<file path="config.mk">
export PLATFORM = sky130hd
export DESIGN_NAME = ink_pixel_stats
export DESIGN_NICKNAME = d
export VERILOG_FILES = /design/src/design/ips_pkg.sv /design/src/design/ink_pixel_stats.sv
export VERILOG_INCLUDE_DIRS = /design/src /design/src/design
export SDC_FILE = /design/constraint.sdc
export NUM_CORES = 1
export LEC_CHECK = 0
export ABC_AREA = 1
export BUFFER_PORTS_ARGS = -buffer_cell sky130_fd_sc_hd__buf_4
export CAP_MARGIN = 20
export CORE_MARGIN = 4
export CORE_UTILIZATION = 45
export DETAILED_ROUTE_END_ITERATION = 8
export GPL_TIMING_DRIVEN = 0
export PLACE_DENSITY = 0.67
export SYNTH_ARGS = -nofsm -noshare
export SYNTH_HDL_FRONTEND = slang
export SYNTH_SLANG_ARGS = --single-unit
</file>
<file path="constraint.sdc">
create_clock -name clk -period 7.7 [get_ports clk]
set_clock_uncertainty 0.15 [all_clocks]
set_input_delay 0.77 -clock clk [delete_from_list [all_inputs] [get_ports clk]]
set_output_delay 0.77 -clock clk [all_outputs]
set_load 0.1 [all_outputs]
</file>
<file path="src/design/ink_pixel_stats_assert.svh">
// Assertion macros for the ink statistics block
`ifndef INK_PIXEL_STATS_ASSERT_SVH
`define INK_PIXEL_STATS_ASSERT_SVH

`ifndef SYNTHESIS
`define IPS_ASSERT_SAME(lbl, clk_s, rstn_s, ante, cons) \
    lbl: assert property (@(posedge clk_s) disable iff (!(rstn_s)) (ante) |-> (cons)) \
        else $error("ink_pixel_stats assertion failed");
`define IPS_ASSERT_NEXT(lbl, clk_s, rstn_s, ante, cons) \
    lbl: assert property (@(posedge clk_s) disable iff (!(rstn_s)) (ante) |=> (cons)) \
        else $error("ink_pixel_stats assertion failed");
`else
`define IPS_ASSERT_SAME(lbl, clk_s, rstn_s, ante, cons)
`define IPS_ASSERT_NEXT(lbl, clk_s, rstn_s, ante, cons)
`endif

`endif

</file>
<file path="src/design/ips_pkg.sv">
package ips_pkg;

    localparam int unsigned SIDE_W    = 12;
    localparam int unsigned POS_S_W   = 13;
    localparam int unsigned COUNT_W   = 23;
    localparam int unsigned EDGE_W    = 12;
    localparam int unsigned CHAN_W    = 8;
    localparam int unsigned QUOT_W    = 13;
    localparam int unsigned REM_W     = 11;
    localparam int unsigned CFG_IDX_W = 1;

    localparam logic [CHAN_W-1:0]  WHITE_LEVEL     = 8'd245;
    localparam logic [CHAN_W-1:0]  LIGHT_LEVEL     = 8'd160;
    localparam logic [COUNT_W-1:0] VISIBLE_FLOOR   = 23'd24;
    localparam logic [REM_W-1:0]   VISIBLE_DIV_M1  = 11'd1999;
    localparam logic [SIDE_W-1:0]  WIDTH_RESET     = 12'd400;
    localparam logic [SIDE_W-1:0]  HEIGHT_RESET    = 12'd300;
    localparam logic [COUNT_W-1:0] COUNT_MAX       = '1;
    localparam logic [EDGE_W-1:0]  EDGE_MAX        = '1;

    typedef enum logic [CFG_IDX_W-1:0] {
        CFG_FRAME_WIDTH  = 1'b0,
        CFG_FRAME_HEIGHT = 1'b1
    } cfg_index_t;

    typedef struct packed {
        logic left;
        logic top;
        logic right;
        logic bottom;
    } edge_hit_t;

endpackage

</file>
<file path="src/design/ink_pixel_stats.sv">
// Latency: a frame's result is registered at the edge that accepts its last pixel and
// shows on the outputs in the next cycle.
// Throughput: one pixel per cycle; the last pixel of a frame waits only while a previous
// result is still stalled at the output register.
// Reset: asynchronous, active low; frame size returns to 400 x 300 and all tallies clear.
module ink_pixel_stats #(
    parameter int MAX_SIDE = 2400
) (
    input  logic                              clk,
    input  logic                              rst_n,
    input  logic                              cfg_we,
    input  logic [ips_pkg::CFG_IDX_W-1:0]     cfg_index,
    input  logic [ips_pkg::SIDE_W-1:0]        cfg_data,
    input  logic                              in_valid,
    output logic                              in_stall,
    input  logic [ips_pkg::CHAN_W-1:0]        red,
    input  logic [ips_pkg::CHAN_W-1:0]        green,
    input  logic [ips_pkg::CHAN_W-1:0]        blue,
    output logic                              out_valid,
    input  logic                              out_stall,
    output logic [ips_pkg::COUNT_W-1:0]       ink_count,
    output logic [ips_pkg::COUNT_W-1:0]       light_ink_count,
    output logic [ips_pkg::SIDE_W-1:0]        min_col,
    output logic [ips_pkg::SIDE_W-1:0]        min_row,
    output logic signed [ips_pkg::POS_S_W-1:0] max_col,
    output logic signed [ips_pkg::POS_S_W-1:0] max_row,
    output logic [ips_pkg::EDGE_W-1:0]        left_edge_ink,
    output logic [ips_pkg::EDGE_W-1:0]        top_edge_ink,
    output logic [ips_pkg::EDGE_W-1:0]        right_edge_ink,
    output logic [ips_pkg::EDGE_W-1:0]        bottom_edge_ink,
    output logic                              visible_ink
);

`include "ink_pixel_stats_assert.svh"

    localparam logic [ips_pkg::POS_S_W-1:0] MAX_SIDE_X = ips_pkg::POS_S_W'(MAX_SIDE);
    localparam logic [ips_pkg::SIDE_W-1:0]  W_RST_EFF  =
        ({1'b0, ips_pkg::WIDTH_RESET} > MAX_SIDE_X) ? MAX_SIDE_X[ips_pkg::SIDE_W-1:0]
                                                    : ips_pkg::WIDTH_RESET;
    localparam logic [ips_pkg::SIDE_W-1:0]  H_RST_EFF  =
        ({1'b0, ips_pkg::HEIGHT_RESET} > MAX_SIDE_X) ? MAX_SIDE_X[ips_pkg::SIDE_W-1:0]
                                                     : ips_pkg::HEIGHT_RESET;
    localparam logic signed [ips_pkg::POS_S_W-1:0] NO_POS = '1;

    function automatic logic [ips_pkg::SIDE_W-1:0] eff_side(
        input logic [ips_pkg::SIDE_W-1:0] v
    );
        logic [ips_pkg::SIDE_W-1:0] t;
        t = (v == '0) ? ips_pkg::SIDE_W'(1) : v;
        if ({1'b0, t} > MAX_SIDE_X)
        begin
            t = MAX_SIDE_X[ips_pkg::SIDE_W-1:0];
        end
        return t;
    endfunction

    logic [ips_pkg::SIDE_W-1:0]          frame_width_reg;
    logic [ips_pkg::SIDE_W-1:0]          frame_height_reg;
    logic [ips_pkg::SIDE_W-1:0]          col_pos_reg, col_pos_next;
    logic [ips_pkg::SIDE_W-1:0]          row_pos_reg, row_pos_next;
    logic [ips_pkg::COUNT_W-1:0]         pixel_total_reg, pixel_total_next;
    logic [ips_pkg::QUOT_W-1:0]          quot_reg, quot_next;
    logic [ips_pkg::REM_W-1:0]           rem_reg, rem_next;
    logic [ips_pkg::COUNT_W-1:0]         ink_tally_reg, ink_tally_next;
    logic [ips_pkg::COUNT_W-1:0]         light_tally_reg, light_tally_next;
    logic [ips_pkg::SIDE_W-1:0]          box_min_col_reg, box_min_col_next;
    logic [ips_pkg::SIDE_W-1:0]          box_min_row_reg, box_min_row_next;
    logic signed [ips_pkg::POS_S_W-1:0]  box_max_col_reg, box_max_col_next;
    logic signed [ips_pkg::POS_S_W-1:0]  box_max_row_reg, box_max_row_next;
    logic [ips_pkg::EDGE_W-1:0]          edge_left_reg, edge_left_next;
    logic [ips_pkg::EDGE_W-1:0]          edge_top_reg, edge_top_next;
    logic [ips_pkg::EDGE_W-1:0]          edge_right_reg, edge_right_next;
    logic [ips_pkg::EDGE_W-1:0]          edge_bottom_reg, edge_bottom_next;
    logic                                out_valid_reg;
    logic [ips_pkg::COUNT_W-1:0]         ink_count_reg, light_ink_count_reg;
    logic [ips_pkg::SIDE_W-1:0]          min_col_reg, min_row_reg;
    logic signed [ips_pkg::POS_S_W-1:0]  max_col_reg, max_row_reg;
    logic [ips_pkg::EDGE_W-1:0]          left_edge_ink_reg, top_edge_ink_reg;
    logic [ips_pkg::EDGE_W-1:0]          right_edge_ink_reg, bottom_edge_ink_reg;
    logic                                visible_ink_reg;

    logic [ips_pkg::SIDE_W-1:0] w_eff, h_eff;
    logic                       last_col, last_row, frame_end;
    logic                       in_acc, is_ink, is_light, any_ink, vis;
    ips_pkg::edge_hit_t         hit;

    assign w_eff     = eff_side(frame_width_reg);
    assign h_eff     = eff_side(frame_height_reg);
    assign last_col  = col_pos_reg >= (w_eff - ips_pkg::SIDE_W'(1));
    assign last_row  = row_pos_reg >= (h_eff - ips_pkg::SIDE_W'(1));
    assign frame_end = last_col && last_row;
    assign in_stall  = out_valid_reg && out_stall && frame_end;
    assign in_acc    = in_valid && !in_stall;

    assign is_ink   = !(red >= ips_pkg::WHITE_LEVEL && green >= ips_pkg::WHITE_LEVEL
                        && blue >= ips_pkg::WHITE_LEVEL);
    assign is_light = red >= ips_pkg::LIGHT_LEVEL && green >= ips_pkg::LIGHT_LEVEL
                      && blue >= ips_pkg::LIGHT_LEVEL;

    assign hit.left   = is_ink && (col_pos_reg == '0);
    assign hit.top    = is_ink && (row_pos_reg == '0);
    assign hit.right  = is_ink && last_col;
    assign hit.bottom = is_ink && last_row;

    always_comb
    begin
        pixel_total_next = pixel_total_reg;
        quot_next        = quot_reg;
        rem_next         = rem_reg;
        if (pixel_total_reg != ips_pkg::COUNT_MAX)
        begin
            pixel_total_next = pixel_total_reg + ips_pkg::COUNT_W'(1);
            if (rem_reg == ips_pkg::VISIBLE_DIV_M1)
            begin
                rem_next  = '0;
                quot_next = quot_reg + ips_pkg::QUOT_W'(1);
            end
            else
            begin
                rem_next = rem_reg + ips_pkg::REM_W'(1);
            end
        end

        ink_tally_next   = ink_tally_reg;
        light_tally_next = light_tally_reg;
        box_min_col_next = box_min_col_reg;
        box_min_row_next = box_min_row_reg;
        box_max_col_next = box_max_col_reg;
        box_max_row_next = box_max_row_reg;
        edge_left_next   = edge_left_reg;
        edge_top_next    = edge_top_reg;
        edge_right_next  = edge_right_reg;
        edge_bottom_next = edge_bottom_reg;

        if (is_ink)
        begin
            if (ink_tally_reg != ips_pkg::COUNT_MAX)
            begin
                ink_tally_next = ink_tally_reg + ips_pkg::COUNT_W'(1);
            end
            if (is_light && light_tally_reg != ips_pkg::COUNT_MAX)
            begin
                light_tally_next = light_tally_reg + ips_pkg::COUNT_W'(1);
            end
            if (col_pos_reg < box_min_col_reg)
            begin
                box_min_col_next = col_pos_reg;
            end
            if (row_pos_reg < box_min_row_reg)
            begin
                box_min_row_next = row_pos_reg;
            end
            if ($signed({1'b0, col_pos_reg}) > box_max_col_reg)
            begin
                box_max_col_next = $signed({1'b0, col_pos_reg});
            end
            if ($signed({1'b0, row_pos_reg}) > box_max_row_reg)
            begin
                box_max_row_next = $signed({1'b0, row_pos_reg});
            end
        end

        if (hit.left && edge_left_reg != ips_pkg::EDGE_MAX)
        begin
            edge_left_next = edge_left_reg + ips_pkg::EDGE_W'(1);
        end
        if (hit.top && edge_top_reg != ips_pkg::EDGE_MAX)
        begin
            edge_top_next = edge_top_reg + ips_pkg::EDGE_W'(1);
        end
        if (hit.right && edge_right_reg != ips_pkg::EDGE_MAX)
        begin
            edge_right_next = edge_right_reg + ips_pkg::EDGE_W'(1);
        end
        if (hit.bottom && edge_bottom_reg != ips_pkg::EDGE_MAX)
        begin
            edge_bottom_next = edge_bottom_reg + ips_pkg::EDGE_W'(1);
        end

        col_pos_next = last_col ? '0 : col_pos_reg + ips_pkg::SIDE_W'(1);
        row_pos_next = row_pos_reg;
        if (last_col)
        begin
            row_pos_next = last_row ? '0 : row_pos_reg + ips_pkg::SIDE_W'(1);
        end
    end

    assign any_ink = !box_max_col_next[ips_pkg::POS_S_W-1];
    assign vis     = (ink_tally_next >= ips_pkg::VISIBLE_FLOOR)
                     && (ink_tally_next >= ips_pkg::COUNT_W'(quot_next));

    always_ff @(posedge clk or negedge rst_n)
    begin
        if (!rst_n)
        begin
            frame_width_reg  <= ips_pkg::WIDTH_RESET;
            frame_height_reg <= ips_pkg::HEIGHT_RESET;
        end
        else if (cfg_we)
        begin
            unique case (ips_pkg::cfg_index_t'(cfg_index))
                ips_pkg::CFG_FRAME_WIDTH:  frame_width_reg  <= cfg_data;
                ips_pkg::CFG_FRAME_HEIGHT: frame_height_reg <= cfg_data;
                default:                   frame_width_reg  <= frame_width_reg;
            endcase
        end
    end

    always_ff @(posedge clk or negedge rst_n)
    begin
        if (!rst_n)
        begin
            col_pos_reg     <= '0;
            row_pos_reg     <= '0;
            pixel_total_reg <= '0;
            quot_reg        <= '0;
            rem_reg         <= '0;
            ink_tally_reg   <= '0;
            light_tally_reg <= '0;
            box_min_col_reg <= W_RST_EFF;
            box_min_row_reg <= H_RST_EFF;
            box_max_col_reg <= NO_POS;
            box_max_row_reg <= NO_POS;
            edge_left_reg   <= '0;
            edge_top_reg    <= '0;
            edge_right_reg  <= '0;
            edge_bottom_reg <= '0;
        end
        else if (in_acc)
        begin
            col_pos_reg <= col_pos_next;
            row_pos_reg <= row_pos_next;
            if (frame_end)
            begin
                // clear the frame state for the next frame
                pixel_total_reg <= '0;
                quot_reg        <= '0;
                rem_reg         <= '0;
                ink_tally_reg   <= '0;
                light_tally_reg <= '0;
                box_min_col_reg <= w_eff;
                box_min_row_reg <= h_eff;
                box_max_col_reg <= NO_POS;
                box_max_row_reg <= NO_POS;
                edge_left_reg   <= '0;
                edge_top_reg    <= '0;
                edge_right_reg  <= '0;
                edge_bottom_reg <= '0;
            end
            else
            begin
                pixel_total_reg <= pixel_total_next;
                quot_reg        <= quot_next;
                rem_reg         <= rem_next;
                ink_tally_reg   <= ink_tally_next;
                light_tally_reg <= light_tally_next;
                box_min_col_reg <= box_min_col_next;
                box_min_row_reg <= box_min_row_next;
                box_max_col_reg <= box_max_col_next;
                box_max_row_reg <= box_max_row_next;
                edge_left_reg   <= edge_left_next;
                edge_top_reg    <= edge_top_next;
                edge_right_reg  <= edge_right_next;
                edge_bottom_reg <= edge_bottom_next;
            end
        end
    end

    always_ff @(posedge clk or negedge rst_n)
    begin
        if (!rst_n)
        begin
            out_valid_reg <= 1'b0;
        end
        else if (in_acc && frame_end)
        begin
            out_valid_reg <= 1'b1;
        end
        else if (!out_stall)
        begin
            out_valid_reg <= 1'b0;
        end
    end

    // hold the result until its transaction completes
    always_ff @(posedge clk)
    begin
        if (in_acc && frame_end)
        begin
            ink_count_reg       <= ink_tally_next;
            light_ink_count_reg <= light_tally_next;
            min_col_reg         <= any_ink ? box_min_col_next : '0;
            min_row_reg         <= any_ink ? box_min_row_next : '0;
            max_col_reg         <= any_ink ? box_max_col_next : NO_POS;
            max_row_reg         <= any_ink ? box_max_row_next : NO_POS;
            left_edge_ink_reg   <= edge_left_next;
            top_edge_ink_reg    <= edge_top_next;
            right_edge_ink_reg  <= edge_right_next;
            bottom_edge_ink_reg <= edge_bottom_next;
            visible_ink_reg     <= vis;
        end
    end

    assign out_valid       = out_valid_reg;
    assign ink_count       = ink_count_reg;
    assign light_ink_count = light_ink_count_reg;
    assign min_col         = min_col_reg;
    assign min_row         = min_row_reg;
    assign max_col         = max_col_reg;
    assign max_row         = max_row_reg;
    assign left_edge_ink   = left_edge_ink_reg;
    assign top_edge_ink    = top_edge_ink_reg;
    assign right_edge_ink  = right_edge_ink_reg;
    assign bottom_edge_ink = bottom_edge_ink_reg;
    assign visible_ink     = visible_ink_reg;

    `IPS_ASSERT_NEXT(a_clear_after_frame, clk, rst_n, in_acc && frame_end,
        col_pos_reg == '0 && row_pos_reg == '0 && ink_tally_reg == '0 && out_valid_reg)
    `IPS_ASSERT_SAME(a_hold_last_pixel, clk, rst_n, out_valid_reg && out_stall && frame_end,
        in_stall)
    `IPS_ASSERT_SAME(a_empty_box, clk, rst_n, out_valid_reg && max_col == NO_POS,
        ink_count == '0 && min_col == '0 && min_row == '0 && max_row == NO_POS)
    `IPS_ASSERT_SAME(a_light_within_ink, clk, rst_n, out_valid_reg,
        light_ink_count <= ink_count)

endmodule
</file>
# After elaboration in Yosys (flattened, before gate mapping)
# Cells that the tools add are included.
dict set report op_classes {
  n_mul 0
  n_addsub 13
  reduce_logical 30
  shifts 0
  n_eq_ne 9
  div 0
  n_mux 43
  bitwise 1
  n_lt_le_gt_ge 16
}
# cell count
set op_table {}
lappend op_table {{12-bit two-way mux} 20}
lappend op_table {{23-bit two-way mux} 8}
lappend op_table {{13-bit two-way mux} 10}
lappend op_table {{12-bit by 1-bit adder with 12-bit output, second input constant} 6}
lappend op_table {{23-bit by 1-bit adder with 23-bit output, second input constant} 3}
lappend op_table {{23-bit inequality test, second input constant} 3}
lappend op_table {{8-bit >= comparator, second input constant} 6}
lappend op_table {{12-bit zero test} 4}
lappend op_table {{12-bit inequality test, second input constant} 4}
lappend op_table {{11-bit two-way mux} 3}
lappend op_table {{13-bit > comparator} 2}
lappend op_table {{12-bit >= comparator} 2}
lappend op_table {{12-bit > comparator, second input constant} 2}
lappend op_table {{12-bit < comparator} 2}
lappend op_table {{12-bit by 1-bit subtractor with 12-bit output, second input constant} 2}
lappend op_table {{23-bit by 13-bit >= comparator with 1-bit output} 1}
lappend op_table {{23-bit by 5-bit >= comparator with 1-bit output, second input constant} 1}
lappend op_table {{1-bit logical AND} 19}
lappend op_table {{13-bit by 1-bit adder with 13-bit output, second input constant} 1}
lappend op_table {{11-bit by 1-bit adder with 11-bit output, second input constant} 1}
lappend op_table {{11-bit equality test, second input constant} 1}
lappend op_table {{2-bit AND reduction} 4}
lappend op_table {{1-bit zero test} 2}
lappend op_table {{1-bit two-way mux} 2}
lappend op_table {{3 further kinds} 3}
dict set report word_totals {
  word_cells 142
  latchBits 0
  output_inout_bits 147
  mem_bits_rw 0
  ff_bits 385
  n_memories 0
  inputBits 42
  romBits 0
}

# Logic depth before layout (Yosys ltp)
dict set report depth {
  ltp_word 12
  depth_mapped 27
  ltp_nobuf 25
}

# Worst setup path before layout
# Ideal clock, no wire load.
dict set report synth_path {
  path_type {reg-to-reg}
  startpoint {register frame_height_reg[5] in the netlist's numbering}
  endpoint {register bottom_edge_ink_reg (netlist bit bottom_edge_ink[0]), enable pin}
  period_less_slack_ns 6.746
  arrival_time_ns 6.098
  slack_ns 0.954
  path_stages_with_launch 26
  required_ns 7.052
  setup_ns 0.498
  path_buffers 3
  path_cell_list {dfstp_2 -> inv_1 -> nor3_1 -> o21ai_0 -> nand2_1 -> nand2_2 -> nand2_1 -> ha_1 -> nand3_1 -> nor2_1 -> nand3_1 -> nand2_1 -> o21ai_0 -> ha_1 -> nand2_1 -> nor2_1 -> and2_1 -> nand2_1 -> nand4_2 -> buf_6 -> nand2_2 -> buf_6 -> inv_2 -> buf_4 -> nand2_1 -> inv_1}
}
dict set report synth_between {
  elab_chain_len 11
}
# element line_no
set synth_rtl {}
lappend synth_rtl {{start, declared} ink_pixel_stats.sv:58} ;# logic [ips_pkg::SIDE_W-1:0] frame_height_reg;
lappend synth_rtl {{start signal, assigned} ink_pixel_stats.sv:197} ;# frame_height_reg <= ips_pkg::HEIGHT_RESET;
lappend synth_rtl {{start signal, assigned} ink_pixel_stats.sv:203} ;# ips_pkg::CFG_FRAME_HEIGHT: frame_height_reg <= cfg_data;
lappend synth_rtl {{12-bit zero test} ink_pixel_stats.sv:49} ;# t = (v == '0) ? ips_pkg::SIDE_W'(1) : v;
lappend synth_rtl {{12-bit two-way mux (*)} ink_pixel_stats.sv:49}
lappend synth_rtl {{12-bit > comparator} ink_pixel_stats.sv:50} ;# if ({1'b0, t} > MAX_SIDE_X)
lappend synth_rtl {{12-bit two-way mux (*)} ink_pixel_stats.sv:50}
lappend synth_rtl {{12-bit by 1-bit subtractor with 12-bit output (*)} ink_pixel_stats.sv:90} ;# assign last_row = row_pos_reg >= (h_eff - ips_pkg::SIDE_W'(1));
lappend synth_rtl {{12-bit >= comparator (*)} ink_pixel_stats.sv:90}
lappend synth_rtl {{1-bit logical AND (*)} ink_pixel_stats.sv:91} ;# assign frame_end = last_col && last_row;
lappend synth_rtl {{1-bit logical AND} ink_pixel_stats.sv:92} ;# assign in_stall = out_valid_reg && out_stall && frame_end;
lappend synth_rtl {{1-bit zero test} ink_pixel_stats.sv:93} ;# assign in_acc = in_valid && !in_stall;
lappend synth_rtl {{1-bit logical AND} ink_pixel_stats.sv:93}
lappend synth_rtl {{1-bit logical AND (*)} ink_pixel_stats.sv:288} ;# if (in_acc && frame_end)
lappend synth_rtl {{end signal, assigned} ink_pixel_stats.sv:299} ;# bottom_edge_ink_reg <= edge_bottom_next;
lappend synth_rtl {{end, declared} ink_pixel_stats.sv:79} ;# logic [ips_pkg::EDGE_W-1:0] right_edge_ink_reg, bottom_edge_ink_reg;
# Every way passes the cells marked *; elsewhere a longest branch is shown, timed or not.
# A chain may end at the register's enable or synchronous reset.

# Final worst setup path
dict set report layout_path {
  startpoint {register frame_height_reg[5] in the netlist's numbering}
  endpoint {register max_row_reg (netlist bit max_row[3]), enable pin}
}
dict set report layout_between {
  elab_chain_len 11
}
# element line_no
set layout_rtl {}
lappend layout_rtl {{12-bit zero test} ink_pixel_stats.sv:49}
lappend layout_rtl {{12-bit two-way mux (*)} ink_pixel_stats.sv:49}
lappend layout_rtl {{12-bit > comparator} ink_pixel_stats.sv:50}
lappend layout_rtl {{12-bit two-way mux (*)} ink_pixel_stats.sv:50}
lappend layout_rtl {{12-bit by 1-bit subtractor with 12-bit output (*)} ink_pixel_stats.sv:90}
lappend layout_rtl {{12-bit >= comparator (*)} ink_pixel_stats.sv:90}
lappend layout_rtl {{1-bit logical AND (*)} ink_pixel_stats.sv:91}
lappend layout_rtl {{1-bit logical AND} ink_pixel_stats.sv:92}
lappend layout_rtl {{1-bit zero test} ink_pixel_stats.sv:93}
lappend layout_rtl {{1-bit logical AND} ink_pixel_stats.sv:93}
lappend layout_rtl {{1-bit logical AND (*)} ink_pixel_stats.sv:288}
lappend layout_rtl {{end signal, assigned} ink_pixel_stats.sv:295} ;# max_row_reg <= any_ink ? box_max_row_next : NO_POS;
lappend layout_rtl {{end, declared} ink_pixel_stats.sv:77} ;# logic signed [ips_pkg::POS_S_W-1:0] max_col_reg, max_row_reg;
# Marks and branches as above.

==> impl_metrics.yaml <==
grt:
  grt_max_degree: 113
  grt_pass1_vias: 18907
  grtUsageTotal: 0.232
  grt-ovfl-total: 0
  grt_pass1_wl_um: 100000
  grt_antenna_before_repair: 0
setup_path:
  cpPeakStageDelay_ns: 0.55
  crit_chain: "inv_1, nor3_1, o21ai_0, nand2_1, nand2_2, nand2_1, ha_1, nand3_1, nor2_1, nand3_1, o21ai_0, ha_1, nand2_1, nor2_1, and2_1, nand2_1, nand4_2, nand3_2, nand2_4, inv_2, buf_2, nand2_1, inv_6, buf_16"
  crit_type: "flip-flop to flip-flop"
  crit_path_end_kind: "flip-flop"
  critical_path_required_ns: 7.75
  critPathSlowestCell: "dfstp_2"
  worstSetupStartpointType: "flip-flop"
  crit_start: "frame_height_reg[5]"
  cpMostUsedCell: "nand2_1"
  cp.arrival_ns: 5.88
  r2r-start: "frame_height_reg[5]"
  critPathMaxFanout: 98
die:
  pin_count: 189
  core_area_mm2: 0.0492
  die_x_um: 231
  die-area_mm2: 0.0535
  initial_core_util: 0.457
  die_h_um: 231
  rows: 81
synthesis:
  async_flop_share: 0.623
  synthFlopType: "dfrtp_1"
  syn_area_mm2: 0.0224
  mappedNetlistNets: 2930
  yosysTopAreaCell: "dfrtp_1"
  synth_seq_area_share: 0.464
  ys_types: 56
  ys_ff_latch: 385
  yosysWarnings: 0
  synth_edf_count: 145
  syn_avg_cell_area_um2: 8.04
  ys_top_cells_by_area: "dfrtp_1 22%, edfxtp_1 19%, nand2_1 13%"
  yosys.area.top_type_share: 0.223
  syn_inst: 2790
route:
  vias: 19741
  routed-wl-met2_um: 29200
  firstDrtPassIters: 6
  highest_layer: "met4"
  drt_iter0_markers: 1809
  routed_wl_um: 63700
  route.met3.wl_um: 4110
  ant_nets: 0
  route.detailed.drc: 0
  avgRoutedWirePerCell_um: 17.1
  viasPerCell: 5.30
  wl_met1_um: 28200
timing:
  fin_crit_sh: 0.758
  rsz0062_at_grt: "no"
  setup_viol: 0
  slew_viol_final: 0
  worst_pin_slew_ns: 1.01
  tns_ns: 0
  timing.fmax_ghz: 0.171
  finalCriticalPeriod_ns: 5.83
  hold_viol: 0
  relSlewSlack: 0.324
clock_tree:
  postCtsSetupRepairBufs: 0
  clkSinkCount: 385
  cts_root_buf: "clkbuf_16"
  clk_latency_ns: 0.58
  cts.path.max_buffers: 3
  cts_buffers: 43
  cts_tree: "built"
  clk_pin_slew_ns: 0.05
  htreeDepth: 2
cells_and_area:
  seq_area_mm2: 0.0104
  drive_gt1_frac: 0.131
  syn2layout_area_growth_pct: 16.8
  fin_nets: 3167
  multi_input_area_mm2: 0.0103
  n_antenna_cell: 0
  final_cell_mix: "793 x nand2_1, 312 x inv_1, 235 x nor2_1, 225 x nand3_1, 200 x dfrtp_1"
  layout_commonest_cell: "nand2_1"
  design_area_mm2: 0.0262
  fillers: 4494
placed_design:
  dp_hpwl_um: 46900
  globalplace.congestion: 0.981
  placed_cell_area_mm2: 0.0248
  port-buffer-count: 188
hold_path:
  worstHoldStart: "cfg_data[8]"
  hold_class: "input port to flip-flop"
pwr:
  peakVddDrop_uv: 186
  power_leakage_nw: 12.2
  powerDensity_mw_per_mm2: 334
job:
  maxCapViolations: 0
outcome:
  status: "finished, final reports clean"
metrics by stage:
stage	hold WS (ns)	total power [mW]	instances	util	worst slack, ns
global route	0.340	9.37	3726	0.533	1.43
global placement	0.316	6.56	3642	0.502	-1.32
floorplan	0.299	5.59	2790	-	0.954
finish	0.330	8.75	3726	0.533	1.87
CTS	0.320	8.78	3726	0.533	1.83
detailed placement	0.332	6.65	3645	0.504	1.86
kinds of logic after synthesis:
kind of cell             Yosys count  synth area share
AO/OA/AOI/OAI                    325            0.0792
flip-flops                       385             0.464
buffers and inverters            414            0.0762
XOR/XNOR                         131            0.0511
adder cells (fa/ha/maj)           98            0.0546
AND/OR/NAND/NOR                 1437             0.275
report_power, final:
part | switching (mW) | internal, mW | leakage, nW
Clock | 0.856 | 1.23 | 0.697
Sequential | 0.423 | 2.73 | 4.44
Combinational | 2.42 | 1.09 | 7.02
timing repair:
item,in CTS,in global routing
hold buffers,1,0
hold endpoints to repair,17,0
gates resized for setup,0,0
endpoints found under the setup margin,0,0
critical path, delay by kind of cell (launching register included):
family	cells	cell delay, ns
simple gates	15	2.27
buf+inv	5	1.54
flops	1	0.55
fa+ha+maj	2	0.52
compound gates	2	0.34
metal layers:
metal | GRT usage | vias up
li1 | - | 9614
met1 | 0.319 | 9324
met2 | 0.375 | 671
met3 | 0.0374 | 132
met4 | 0.0814 | 0
met5 | 0 | -
path summary, 6_finish.rpt:
check / slack (ns) / to / depth (start not counted)
max in group asynchronous: 6.04 / edge_right_reg[7] / 3
worst min register to register: 0.34 / box_min_row_reg[4] / 2
min in group asynchronous: 0.47 / light_tally_reg[11] / 2
worst max register to register: 1.87 / max_row[3] / 24
worst max-delay path: 1.87 / max_row[3] / 24
worst min-delay path: 0.33 / frame_height_reg[8] / 3
cells in the mapped netlist (6+ instances only):
| cell | instances |
|---|---|
| a21oi_1 | 50 |
| and2_1 | 6 |
| buf_1 | 7 |
| buf_2 | 37 |
| buf_4 | 6 |
| buf_6 | 11 |
| clkbuf_1 | 27 |
| dfrtp_1 | 200 |
| dfstp_2 | 40 |
| edfxtp_1 | 145 |
| ha_1 | 98 |
| inv_1 | 313 |
| inv_2 | 9 |
| nand2_1 | 793 |
| nand2_2 | 11 |
| nand3_1 | 225 |
| nand3b_1 | 16 |
| nand4_1 | 44 |
| nor2_1 | 236 |
| nor3_1 | 63 |
| nor4_1 | 15 |
| o211ai_1 | 12 |
| o21ai_0 | 169 |
| o21ai_1 | 39 |
| o22ai_1 | 24 |
| o31ai_1 | 12 |
| xnor2_1 | 23 |
| xor2_1 | 108 |
area by class of cell:
class,count,share of cell area
repair buffers,192,0.0577
inverters,324,0.0466
flip-flops and latches,385,0.397
clock inverters,18,0.00802
plain buffers,90,0.0188
clock buffers,62,0.0462
well taps,664,0.0317
multi-input cells,1991,0.394
(Power assumes the default switching activity.)
